<file path="src/hw/rtl/positional_array_list_defines.svh">
// Assertion macros used by the positional array list sequencer.
`ifndef POSITIONAL_ARRAY_LIST_DEFINES_SVH
`define POSITIONAL_ARRAY_LIST_DEFINES_SVH

// Same-cycle implication, sampled on clk, off during rst.
`define PAL_ASSERT_NOW(label, ante, cons, msg) \
  label: assert property (@(posedge clk) disable iff (rst) (ante) |-> (cons)) \
    else $error(msg);

// Next-cycle implication, sampled on clk, off during rst.
`define PAL_ASSERT_NEXT(label, ante, cons, msg) \
  label: assert property (@(posedge clk) disable iff (rst) (ante) |=> (cons)) \
    else $error(msg);

`endif

</file>
<file path="src/hw/rtl/pal_pkg.sv">
// Shared types and constants of the positional array list.
`default_nettype none

package pal_pkg;

  localparam int CAPACITY_DEF   = 64;
  localparam int DATA_WIDTH_DEF = 32;

  localparam int ACT_W  = 2;
  localparam int POS_W  = 7;
  localparam int VAL_W  = 32;
  localparam int STAT_W = 2;

  typedef enum logic [ACT_W-1:0] {
    ACT_READ   = 2'd0,
    ACT_LOCATE = 2'd1,
    ACT_INSERT = 2'd2,
    ACT_DELETE = 2'd3
  } action_t;

  typedef enum logic [STAT_W-1:0] {
    ST_OK      = 2'd0,
    ST_RANGE   = 2'd1,
    ST_FULL    = 2'd2,
    ST_MISSING = 2'd3
  } status_t;

  typedef struct packed {
    status_t            status;
    logic [POS_W-1:0]   found;
    logic [VAL_W-1:0]   rdval;
  } result_t;

endpackage

`default_nettype wire

</file>
<file path="src/hw/rtl/pal_mem.sv">
// Entry store: one write port and one registered read port.
`default_nettype none

module pal_mem #(
  parameter int DEPTH = 64,
  parameter int WIDTH = 32
) (
  input  wire logic                     clk,
  input  wire logic                     we,
  input  wire logic [$clog2(DEPTH)-1:0] waddr,
  input  wire logic [WIDTH-1:0]         wdata,
  input  wire logic [$clog2(DEPTH)-1:0] raddr,
  output logic      [WIDTH-1:0]         rdata
);

  logic [WIDTH-1:0] mem [DEPTH];

  always_ff @(posedge clk) begin
    if (we) begin
      mem[waddr] <= wdata;
    end
    rdata <= mem[raddr];
  end

endmodule

`default_nettype wire

</file>
<file path="src/hw/rtl/pal_seq.sv">
// Sequencer: walks the entry store one word a cycle for read, locate, insert, delete.
`default_nettype none
`include "positional_array_list_defines.svh"

module pal_seq
  import pal_pkg::*;
#(
  parameter int CAPACITY   = CAPACITY_DEF,
  parameter int DATA_WIDTH = DATA_WIDTH_DEF,
  localparam int AW = $clog2(CAPACITY),
  localparam int CW = $clog2(CAPACITY + 1)
) (
  input  wire logic                  clk,
  input  wire logic                  rst,
  input  wire logic                  in_valid,
  output logic                       in_ready,
  input  wire action_t               in_action,
  input  wire logic [POS_W-1:0]      in_position,
  input  wire logic [VAL_W-1:0]      in_value,
  output logic                       res_valid,
  input  wire logic                  res_ready,
  output result_t                    res,
  output logic      [CW-1:0]         count,
  output logic                       mem_we,
  output logic      [AW-1:0]         mem_waddr,
  output logic      [DATA_WIDTH-1:0] mem_wdata,
  output logic      [AW-1:0]         mem_raddr,
  input  wire logic [DATA_WIDTH-1:0] mem_rdata
);

  // Compare width: holds a position, a count and one more without wrap.
  localparam int PW = ((CW > POS_W) ? CW : POS_W) + 1;

  typedef enum logic [5:0] {
    S_IDLE = 6'b000001,
    S_READ = 6'b000010,
    S_SCAN = 6'b000100,
    S_MOVE = 6'b001000,
    S_PUT  = 6'b010000,
    S_DONE = 6'b100000
  } state_t;

  state_t                state, state_next;
  action_t               act, act_next;
  logic [POS_W-1:0]      pos, pos_next;
  logic [DATA_WIDTH-1:0] val, val_next;
  logic [AW-1:0]         idx, idx_next;
  logic [CW-1:0]         count_next;
  result_t               res_next;

  logic [PW-1:0] in_pos_x, pos_x, cnt_x, idx_x;
  logic          rd_bad, ins_bad, full;

  assign in_pos_x = PW'(in_position);
  assign pos_x    = PW'(pos);
  assign cnt_x    = PW'(count);
  assign idx_x    = PW'(idx);

  assign rd_bad  = (in_position == '0) || (in_pos_x > cnt_x);
  assign ins_bad = (in_position == '0) || (in_pos_x > cnt_x + PW'(1));
  assign full    = (count == CW'(CAPACITY));

  assign in_ready  = (state == S_IDLE);
  assign res_valid = (state == S_DONE);

  always_comb begin
    state_next = state;
    act_next   = act;
    pos_next   = pos;
    val_next   = val;
    idx_next   = idx;
    count_next = count;
    res_next   = res;
    mem_we     = 1'b0;
    mem_waddr  = '0;
    mem_wdata  = mem_rdata;
    mem_raddr  = '0;
    unique case (state)
      S_IDLE: begin
        if (in_valid) begin
          act_next = in_action;
          pos_next = in_position;
          val_next = DATA_WIDTH'($unsigned(in_value));
          res_next = '{status: ST_OK, found: '0, rdval: '0};
          unique case (in_action)
            ACT_READ: begin
              if (rd_bad) begin
                res_next.status = ST_RANGE;
                res_next.rdval  = '1;
                state_next      = S_DONE;
              end else begin
                mem_raddr  = AW'(in_pos_x - PW'(1));
                state_next = S_READ;
              end
            end
            ACT_LOCATE: begin
              if (count == '0) begin
                res_next.status = ST_MISSING;
                state_next      = S_DONE;
              end else begin
                mem_raddr  = '0;
                idx_next   = '0;
                state_next = S_SCAN;
              end
            end
            ACT_INSERT: begin
              if (full) begin
                res_next.status = ST_FULL;
                state_next      = S_DONE;
              end else if (ins_bad) begin
                res_next.status = ST_RANGE;
                state_next      = S_DONE;
              end else if (in_pos_x == cnt_x + PW'(1)) begin
                state_next = S_PUT;
              end else begin
                // Shift up from the tail down to the insert point.
                mem_raddr  = AW'(cnt_x - PW'(1));
                idx_next   = AW'(cnt_x - PW'(1));
                state_next = S_MOVE;
              end
            end
            ACT_DELETE: begin
              if (rd_bad) begin
                res_next.status = ST_RANGE;
                state_next      = S_DONE;
              end else if (in_pos_x == cnt_x) begin
                count_next = count - CW'(1);
                state_next = S_DONE;
              end else begin
                // Shift down from the entry after the hole to the tail.
                mem_raddr  = AW'(in_pos_x);
                idx_next   = AW'(in_pos_x);
                state_next = S_MOVE;
              end
            end
            default: state_next = S_IDLE;
          endcase
        end
      end
      S_READ: begin
        res_next.rdval = VAL_W'($unsigned(mem_rdata));
        state_next     = S_DONE;
      end
      S_SCAN: begin
        // rdata holds entry idx; fetch the next one meanwhile.
        mem_raddr = idx + AW'(1);
        if (mem_rdata == val) begin
          res_next.found = POS_W'(idx_x + PW'(1));
          state_next     = S_DONE;
        end else if (idx_x + PW'(1) == cnt_x) begin
          res_next.status = ST_MISSING;
          state_next      = S_DONE;
        end else begin
          idx_next = idx + AW'(1);
        end
      end
      S_MOVE: begin
        mem_we    = 1'b1;
        mem_wdata = mem_rdata;
        if (act == ACT_INSERT) begin
          mem_waddr = idx + AW'(1);
          if (idx_x == pos_x - PW'(1)) begin
            state_next = S_PUT;
          end else begin
            idx_next  = idx - AW'(1);
            mem_raddr = idx - AW'(1);
          end
        end else begin
          mem_waddr = idx - AW'(1);
          if (idx_x + PW'(1) == cnt_x) begin
            count_next = count - CW'(1);
            state_next = S_DONE;
          end else begin
            idx_next  = idx + AW'(1);
            mem_raddr = idx + AW'(1);
          end
        end
      end
      S_PUT: begin
        mem_we     = 1'b1;
        mem_waddr  = AW'(pos_x - PW'(1));
        mem_wdata  = val;
        count_next = count + CW'(1);
        state_next = S_DONE;
      end
      S_DONE: begin
        if (res_ready) begin
          state_next = S_IDLE;
        end
      end
      default: state_next = S_IDLE;
    endcase
  end

  always_ff @(posedge clk) begin
    if (rst) begin
      state <= S_IDLE;
      count <= '0;
    end else begin
      state <= state_next;
      count <= count_next;
    end
    act <= act_next;
    pos <= pos_next;
    val <= val_next;
    idx <= idx_next;
    res <= res_next;
  end

  `PAL_ASSERT_NOW(a_write_in_list, mem_we, CW'(mem_waddr) <= count, "write beyond list tail")
  `PAL_ASSERT_NEXT(a_count_step, 1'b1, (count == $past(count)) || (count == $past(count) + 1) || (count + 1 == $past(count)), "length moved by more than one")
  `PAL_ASSERT_NOW(a_full_status, res_valid && (res.status == ST_FULL), count == CW'(CAPACITY), "full reported below capacity")
  `PAL_ASSERT_NOW(a_scan_in_list, state == S_SCAN, CW'(idx) < count, "scan past list tail")

endmodule

`default_nettype wire

</file>
<file path="src/hw/rtl/positional_array_list.sv">
// Positional array list: stream wrapper with result register around the sequencer.
//
// An ordered list of up to CAPACITY entries kept in a single-port-write,
// registered-read memory. One request is taken at a time; s_tready is high
// only while the sequencer is idle. A read fetches one entry; a locate
// compares entries from the head to a match or the tail; an insert shifts
// entries up from the tail to position p, then writes the value; a delete
// shifts the entries after position p down. Errors and a delete of the last
// entry touch no memory. The sequencer moves or compares one stored entry
// per cycle through the memory's one read and one write port. A result
// waits in the output register, so the next request may enter while it is
// still held by the sink. Entries carry no reset; only the length is cleared.
`default_nettype none

module positional_array_list
  import pal_pkg::*;
#(
  parameter int CAPACITY   = CAPACITY_DEF,
  parameter int DATA_WIDTH = DATA_WIDTH_DEF
) (
  input  wire logic        clk,
  input  wire logic        rst,
  input  wire logic        s_tvalid,
  output logic             s_tready,
  input  wire logic [39:0] s_tdata,   // position[6:0], value[38:7], zero pad
  input  wire logic [1:0]  s_tuser,   // action[1:0]
  output logic             m_tvalid,
  input  wire logic        m_tready,
  output logic      [47:0] m_tdata,   // found_position[6:0], read_value[38:7],
                                      // count[45:39], empty_res[46], zero pad
  output logic      [1:0]  m_tuser    // status[1:0]
);

  localparam int AW = $clog2(CAPACITY);
  localparam int CW = $clog2(CAPACITY + 1);

  logic                  res_valid, res_ready;
  result_t               res;
  logic [CW-1:0]         count;
  logic                  mem_we;
  logic [AW-1:0]         mem_waddr, mem_raddr;
  logic [DATA_WIDTH-1:0] mem_wdata, mem_rdata;

  result_t          out_res;
  logic [POS_W-1:0] out_count;
  logic             out_empty;
  logic             load;

  pal_seq #(
    .CAPACITY   (CAPACITY),
    .DATA_WIDTH (DATA_WIDTH)
  ) u_seq (
    .clk         (clk),
    .rst         (rst),
    .in_valid    (s_tvalid),
    .in_ready    (s_tready),
    .in_action   (action_t'(s_tuser)),
    .in_position (s_tdata[6:0]),
    .in_value    (s_tdata[38:7]),
    .res_valid   (res_valid),
    .res_ready   (res_ready),
    .res         (res),
    .count       (count),
    .mem_we      (mem_we),
    .mem_waddr   (mem_waddr),
    .mem_wdata   (mem_wdata),
    .mem_raddr   (mem_raddr),
    .mem_rdata   (mem_rdata)
  );

  pal_mem #(
    .DEPTH (CAPACITY),
    .WIDTH (DATA_WIDTH)
  ) u_mem (
    .clk   (clk),
    .we    (mem_we),
    .waddr (mem_waddr),
    .wdata (mem_wdata),
    .raddr (mem_raddr),
    .rdata (mem_rdata)
  );

  // Take a finished result whenever the output slot is free or draining.
  assign res_ready = !m_tvalid || m_tready;
  assign load      = res_valid && res_ready;

  always_ff @(posedge clk) begin
    if (rst) begin
      m_tvalid <= 1'b0;
    end else if (load) begin
      m_tvalid <= 1'b1;
    end else if (m_tready) begin
      m_tvalid <= 1'b0;
    end
    if (load) begin
      out_res   <= res;
      out_count <= POS_W'(count);
      out_empty <= (count == '0);
    end
  end

  assign m_tdata = {1'b0, out_empty, out_count, out_res.rdval, out_res.found};
  assign m_tuser = out_res.status;

endmodule

`default_nettype wire
</file>
<file path="config.mk">
export PLATFORM = sky130hd
export DESIGN_NAME = positional_array_list
export DESIGN_NICKNAME = d
export VERILOG_FILES = /design/src/hw/rtl/pal_pkg.sv /design/src/hw/rtl/pal_mem.sv /design/src/hw/rtl/pal_seq.sv /design/src/hw/rtl/positional_array_list.sv
export VERILOG_INCLUDE_DIRS = /design/src /design/src/hw/rtl
export SDC_FILE = /design/constraint.sdc
export NUM_CORES = 2
export LEC_CHECK = 0
export ABC_AREA = 1
export BUFFER_PORTS_ARGS = -buffer_cell sky130_fd_sc_hd__buf_4
export CAP_MARGIN = 40
export CORE_UTILIZATION = 35
export DETAILED_ROUTE_END_ITERATION = 10
export HOLD_SLACK_MARGIN = 0.02
export MAX_ROUTING_LAYER = met4
export PLACE_DENSITY_LB_ADDON = 0.1
export SLEW_MARGIN = 40
export SYNTH_ARGS = -nofsm -noshare
export SYNTH_HDL_FRONTEND = slang
export SYNTH_HIERARCHICAL = 1
export SYNTH_SLANG_ARGS = --single-unit
</file>
<file path="constraint.sdc">
create_clock -name clk -period 6.35 [get_ports clk]
set_input_delay 1.27 -clock clk [delete_from_list [all_inputs] [get_ports clk]]
set_output_delay 1.27 -clock clk [all_outputs]
set_load 0.005 [all_outputs]
</file>
==> metrics <==
first-pass GRT wire length 420 mm; unrepaired setup endpoints after global routing false; post-layout min period 5660 ps; Final Cycle Share 89.1%; GRT Total Usage 22.7%; total CTS buffers 240; Bufs on Longest Clock Path 3; total chip power 36.1 mW; Async SR Flop Fraction 0%; Routed WL per cell 25.6 µm; htree depth 4; Post-Syn Nets 7782; Layout Nets 7946; YS warnings 6; Worst Slack Setup Final 694 ps; I/O Pins 98; Tightest Pin Transition 888 ps; HPWL Detailed 167 mm; largest net degree at the start of global routing 121; CTS Sinks 2231; vias 60100; number of flops mapped to enable cells by yosys 2185; Static Leak 37.2 nW; Residual DRC 0; Cell Rows 186; hold_buf cts 0; most common cell after layout, fill and taps aside nand2_1; Final Max Tran Viols 0; final core occ 40.9%; Worst VDD drop 252 µV; total setup buffers inserted after CTS 0; filler instances 24300; Netlist cell types 42; mapped cell area 91000 µm²; status completed; Worst-path clk slew 60 ps; commonest cells after routing, fill and taps aside 2480 x nand2_1, 2185 x edfxtp_1, 1960 x nand3_1, 285 x buf_4, 241 x clkbuf_16; type of the most critical hold path reg2reg; P&R area growth vs syn 15.8%; Crit. End Element register; Multi-input gate area 22500 µm²; cts repair resizes 0; Final GP Congestion 0.851; worst path required time 7080 ps; Seq/Total Area, Yosys 73.1%; synthesis-stage register bit count 2231; ys flop type edfxtp_1; setup violators final 0; register area 66500 µm²; crit start category register; vias in the first global route 56600; pre-CTS setup slack 543 ps; total global routing overflow 0; Area after DPL 97900 µm²; CP arrival 6390 ps; CP max FO 25; final hold violations 0; Die Width 512 µm; TNS Setup 0 ps; drt pass-1 iters 6; initial antenna violation count 17; CTS tree built; max cap viols 0; WL final 294 mm; Synth area leaders edfxtp_1 72%, nand3_1 11%, nand2_1 10%, buf_2 1.4%, dfxtp_1 1.0%; Final Cell Area 105000 µm²; Crit Path Class reg2reg; Layout Skew 30.9 ps; IO Port Bufs 95; core area 258000 µm²; synthesized instance count 7703; Syn Area/Cell 11.8 µm²; Final ANT Viol Nets 0; initial drt markers 5795; Die ar. 262000 µm²; Initial Utilization 35.3%; Synth top area share 72.1%; dominant cell type by area after synthesis edfxtp_1; Max transition margin 40.8%; die height 512 µm; Power Density 342 nW/µm²; share of cells above drive strength 1 10.5%; fmax 177 MHz; Via density 5.24; Root Driver clkbuf_16; Skew-Pair Late Insertion Delay 900 ps
-- path summary, 6_finish.rpt --
check | endpoint | slack [ps] | start | cells after the start
worst max-delay path | u_mem/rdata[1] | 690 | u_seq/count[1] | 27
worst min-delay path | m_tdata[32] | 410 | u_seq/res[25] | 0
worst max register to register | u_mem/rdata[1] | 690 | u_seq/count[1] | 27
worst min register to register | m_tdata[32] | 410 | u_seq/res[25] | 0
-- worst max-delay path, stage by stage, from the launching register on --
cell and delay, ps:
dfxtp_1 660, ha_1 290, nand2_1 110, nor3_1 250, xor2_1 100, ha_1 310
nand3_1 80, a21oi_1 190, nand2_1 70, nand2_1 90, nand2_1 80, nand2_1 100
nor2_2 90, nand3_1 70, o211ai_1 90, nand3_1 160, nand3_4 480, inv_8 440
buf_12 240, buf_12 210, buf_4 190, nand3_1 90, nand3_1 80, nand3_1 90
nand3_1 210, nand2_1 80, nand2_1 310, nand2_1 210
-- per-layer routing --
layer / global-route usage, % / part of all wire [%]
met1: 32.4 / 46
met2: 34.2 / 45
met3: 3.19 / 6.2
met4: 5.71 / 2.5
met5: - / 0
-- flip-flops by register name (all words and copies together), names as in the netlist, 7 cells and up --
name	flops
u_mem/mem	2048
u_seq/res	41
m_tdata	39
u_mem/rdata	32
u_seq/val	32
out_count	7
u_seq/count	7
u_seq/pos	7
-- power by group --
| part | total (mW) | internal [mW] | switching, mW |
|---|---|---|---|
| clock network | 13.3 | 7.39 | 5.88 |
| logic | 5.16 | 1.16 | 3.99 |
| registers | 17.7 | 17.5 | 0.138 |
| total | 36.1 | 26.1 | 10.0 |
-- per-stage QoR --
step                cells  hold WS, ps
floorplan            7703          400
global placement    11000          405
detailed placement  11000          405
CTS                 11500          414
global route        11500          423
finish              11500          414
-- cell usage after synthesis (5+ instances only) --
cell      count
nand2_1    2485
edfxtp_1   2185
nand3_1    1963
buf_2       253
inv_1       142
nor2_1      115
clkbuf_1    101
o21ai_0      97
buf_1        57
dfxtp_1      46
buf_4        45
a21oi_1      32
ha_1         32
xnor2_1      26
nor3_1       23
buf_6        17
nand4_1      15
xor2_1       13
o211ai_1      8
nand2_2       6
nor2_2        6
o221ai_1      5
-- cell type report --
| cell class | count | area share [%] |
|---|---|---|
| flip-flops and latches | 2231 | 63.1 |
| multi-input cells | 4853 | 21.3 |
| clock buffers | 298 | 5.95 |
| well taps | 3384 | 4.02 |
| repair buffers | 395 | 3.94 |
| clock inverters | 154 | 1.07 |
| inverters | 146 | 0.554 |
| diodes | 7 | 0.0166 |
-- kinds of logic (layout without fill, tap and decap cells) --
logic type / after synthesis / count (layout) / synth area share [%]
flops: 2231 / 2231 / 73.1
fa+ha+maj: 33 / 33 / 0.462
simple gates: 4622 / 4622 / 21.9
xor+xnor: 39 / 39 / 0.375
buf+inv: 619 / 993 / 3.23
compound gates: 158 / 158 / 0.947
other cells: 1 / 8 / 0.00412
(Power assumes the default switching activity.)
